$ cat src/rtl/bfa_ram.sv
// ----------------------------------------------------------------------------
// bfa_ram
// Simple dual-port synchronous RAM: one write port, one read port with a
// registered read.
// ----------------------------------------------------------------------------
module bfa_ram #(
	parameter int W  = 8,
	parameter int AW = 8
) (
	input  logic          clk,
	input  logic          we,
	input  logic [AW-1:0] waddr,
	input  logic [W-1:0]  wdata,
	input  logic [AW-1:0] raddr,
	output logic [W-1:0]  rdata
);

	logic [W-1:0] mem [2**AW];

	// write port
	always_ff @(posedge clk) begin
		if (we) begin
			mem[waddr] <= wdata;
		end
	end

	// registered read port
	always_ff @(posedge clk) begin
		rdata <= mem[raddr];
	end

endmodule

$ cat config.mk
export PLATFORM = sky130hd
export DESIGN_NAME = bfa_ram
export DESIGN_NICKNAME = d
export VERILOG_FILES = /design/src/rtl/bfa_ram.sv
export SDC_FILE = /design/constraint.sdc
export NUM_CORES = 2
export LEC_CHECK = 0
export BUFFER_PORTS_ARGS = -buffer_cell sky130_fd_sc_hd__buf_4
export CAP_MARGIN = 0
export CELL_PAD_IN_SITES_DETAIL_PLACEMENT = 1
export CELL_PAD_IN_SITES_GLOBAL_PLACEMENT = 2
export CORE_ASPECT_RATIO = 0.75
export CORE_MARGIN = 2
export CORE_UTILIZATION = 48
export CTS_CLUSTER_DIAMETER = 40
export CTS_CLUSTER_SIZE = 24
export DETAILED_ROUTE_END_ITERATION = 6
export HOLD_SLACK_MARGIN = 0.1
export PLACE_DENSITY = 0.72
export REMOVE_ABC_BUFFERS = 1
export SYNTH_ARGS = -nofsm -noshare
export SYNTH_HDL_FRONTEND = slang
export SYNTH_SLANG_ARGS = --single-unit
export TNS_END_PERCENT = 10
$ cat constraint.sdc
create_clock -name clk -period 3.18 [get_ports clk]
set_input_delay 0.159 -clock clk [delete_from_list [all_inputs] [get_ports clk]]
set_output_delay 0.159 -clock clk [all_outputs]
set_load 0.005 [all_outputs]
==> impl_metrics.yaml <==
synth:
  synth_xor_area_frac: 0
  syn_avg_cell_area_um2: 21.3
  synth-compound-area-share: 0.0342
  synth_simple_gate_area_frac: 0.0263
  yosysMostFrequentCell: "edfxtp_1"
  synth_ff_type: "edfxtp_1"
  synth_edf_count: 2048
  synthMuxAreaShare: 0.146
  synth.top_cells.by_count: "edfxtp_1, mux4_2, nor2_1"
  synth_fa_ha_area_frac: 0
  syn_inst: 3733
  yosys-top-cells-area: "edfxtp_1, mux4_2, mux2i_1, nor2_1, a22oi_1"
  yosysSeqAreaShare: 0.775
  synth_top_cell_area_share: 0.773
  ys_types: 55
  syn-cell-area_um2: 79600
  synthArstFlopShare: 0
  ys_seq_elements: 2056
  synth_area_leader_cell: "edfxtp_1"
  synth_top_family_by_area: "multiplexers"
  ys_warn_count: 0
clocking:
  cts_buffer_depth: 3
  clock_latency_ps: 860
  postCtsHoldBufs: 19
  h-tree-depth: 4
  cts_resized: 0
  path_clk_slew_ps: 80
  cts.sinks: 2056
  cts_tree: "yes"
  cts_buffers: 205
  post_cts_buffers: 0
  cts-root-buf: "clkbuf_16"
floorplan:
  die-area_um2: 169000
  core_um2: 165000
  die_width_um: 474
  initial_core_util: 0.483
  fp-row-count: 129
  die_h_um: 357
  io_pins: 34
finish:
  seqCellArea_um2: 61700
  nNetsFinal: 4264
  fill_cells: 14100
  synthToLayoutAreaGrowth_pct: 16.5
  fin_cells: 6648
  drive_above_1_share: 0.304
  final_util: 0.563
  multi_input_area_um2: 16500
  fin_area_um2: 92700
route:
  drc: 0
  vias: 41500
  drtAntennaViolNets: 0
  wire_per_inst_um: 33.6
  drt_pre_antenna_iters: 5
  drtIter0Drc: 5736
  vias_per_cell: 6.24
  routed_wl_mm: 224
critical_path:
  end_kind: "flop"
  startpoint: "raddr[6]"
  cp_max_fo: 12
  r2r_cells: 6
  worstSetupPathType: "in -> reg"
  arrival_ps: 3560
  required_ps: 3850
  start_kind: "input port"
  regToRegStartpoint: "mem[255][0]"
timing:
  setup_violations: 0
  finalHoldViolations: 0
  setup_slack_ps: 289
  post-route-min-period_ps: 2890
  fmax_ghz: 0.346
  rsz0062_at_grt: "false"
  min_period_over_period: 0.909
  fin_skew_ps: 32.1
  worstMarginPinSlew_ps: 1470
  drv_slew: 0
  slew-limit-headroom: 0.0142
global_routing:
  grt.total_usage: 0.268
  antenna_found_initial: 14
  grt_pass1_vias: 42200
  grt_pass1_wl_mm: 321
  grt_max_degree: 128
  gr-total-overflow: 0
placed_design:
  place_ws_ps: -393
  dp.cells: 6239
  place_congestion: 0.840
  io_buffers: 33
  placed_area_um2: 85400
  dp_hpwl_mm: 142
job:
  cap_violations: 1
hold_path:
  min_from: "we"
  hold_depth: 5
  min_path_type: "in -> reg"
pwr:
  powerDensity_nw_per_um2: 627
  power_uw: 58200
  ir_drop_uv: 606
  leakagePower_uw: 0.0296
run_status:
  status: "finished, violations left"
  violations: "capacitance limit"
## critical path, cell delays in order
cell and delay (ps):
dlygate4sd3_1 540, buf_4 300, and3_1 420, o221ai_1 390, a21oi_1 240, nor3_1 110, nor4_1 1250, nor4_2 100
## logic make-up (layout without fill, tap and decap cells)
kind of cell	count (synthesis)	in the layout
flip-flops	2056	2056
other	0	1
multiplexers	591	591
AND/OR/NAND/NOR	466	466
AO/OA/AOI/OAI	385	385
buffers and inverters	235	922
## power breakdown
part           total [uW]  leakage, uW  switching, uW  internal, uW
clock               25200      0.00343          11600         13600
sequential          29900       0.0185           60.1         29900
combinational        3030      0.00772           1930          1090
total               58200       0.0296          13600         44600
## per-stage QoR
stage / setup TNS [ps] / hold slack [ps]
floorplan: 0 / 258
global placement: -613 / 630
detailed placement: -801 / 649
CTS: 0 / 155
global route: 0 / 189
finish: 0 / 202
## registers in the layout, indices dropped and copies added, names as in the netlist
signal	flops
mem	2048
rdata	8
## cells in the final DEF, fill, tap and decap left out, types with 4 or more instances in the layout
cell type      netlist  final
a211oi_1            16     16
a21oi_1             96     96
a221oi_1            13     13
a22o_1               8      8
a22oi_1            133    133
and2_1               6      5
buf_12               8     44
buf_4               27    458
buf_8               13     10
bufinv_16            0     14
clkbuf_1           111     12
clkbuf_16            0    208
clkinv_1             1     20
clkinv_2             0     14
clkinv_4             0     17
clkinv_8             0     26
clkinvlp_4           0     16
dfxtp_1              8      8
dlygate4sd3_1        0     19
edfxtp_1          2048   2048
inv_6                0     47
inv_8                0     14
mux2i_1            134    134
mux4_2             454    454
nand2_1             33     33
nand2b_1             8      8
nand3_1             34     34
nand4_1             10     10
nor2_1             282    279
nor2b_1             31     28
nor3_1              22     22
nor4_1              24     24
o211ai_1            10     10
o21ai_0             10     10
o221ai_1            46     46
o22a_1               5      5
o22ai_1             28     28
o32ai_1              4      4
or2_2                4      4
## final timing paths
kind,end,slack [ps]
max,rdata[0],290
min,mem[91][4],200
max reg2reg,rdata[0],380
min reg2reg,rdata[5],1090
## layer usage
layer  GRT usage  wire length [um]
met5           0                 0
met4      0.0581              4320
met3      0.0468             20400
met2       0.390             99500
met1       0.427             99500
## cell type report
type	instances	area share
timing repair buffer	531	0.0503
tap	2227	0.0301
inverter	2	0.0000810
multi-input combinational	1442	0.178
clock inverter	169	0.0201
antenna	1	0.0000270
sequential	2056	0.665
clock buffer	220	0.0566
Power figures use the tool's default switching activity.
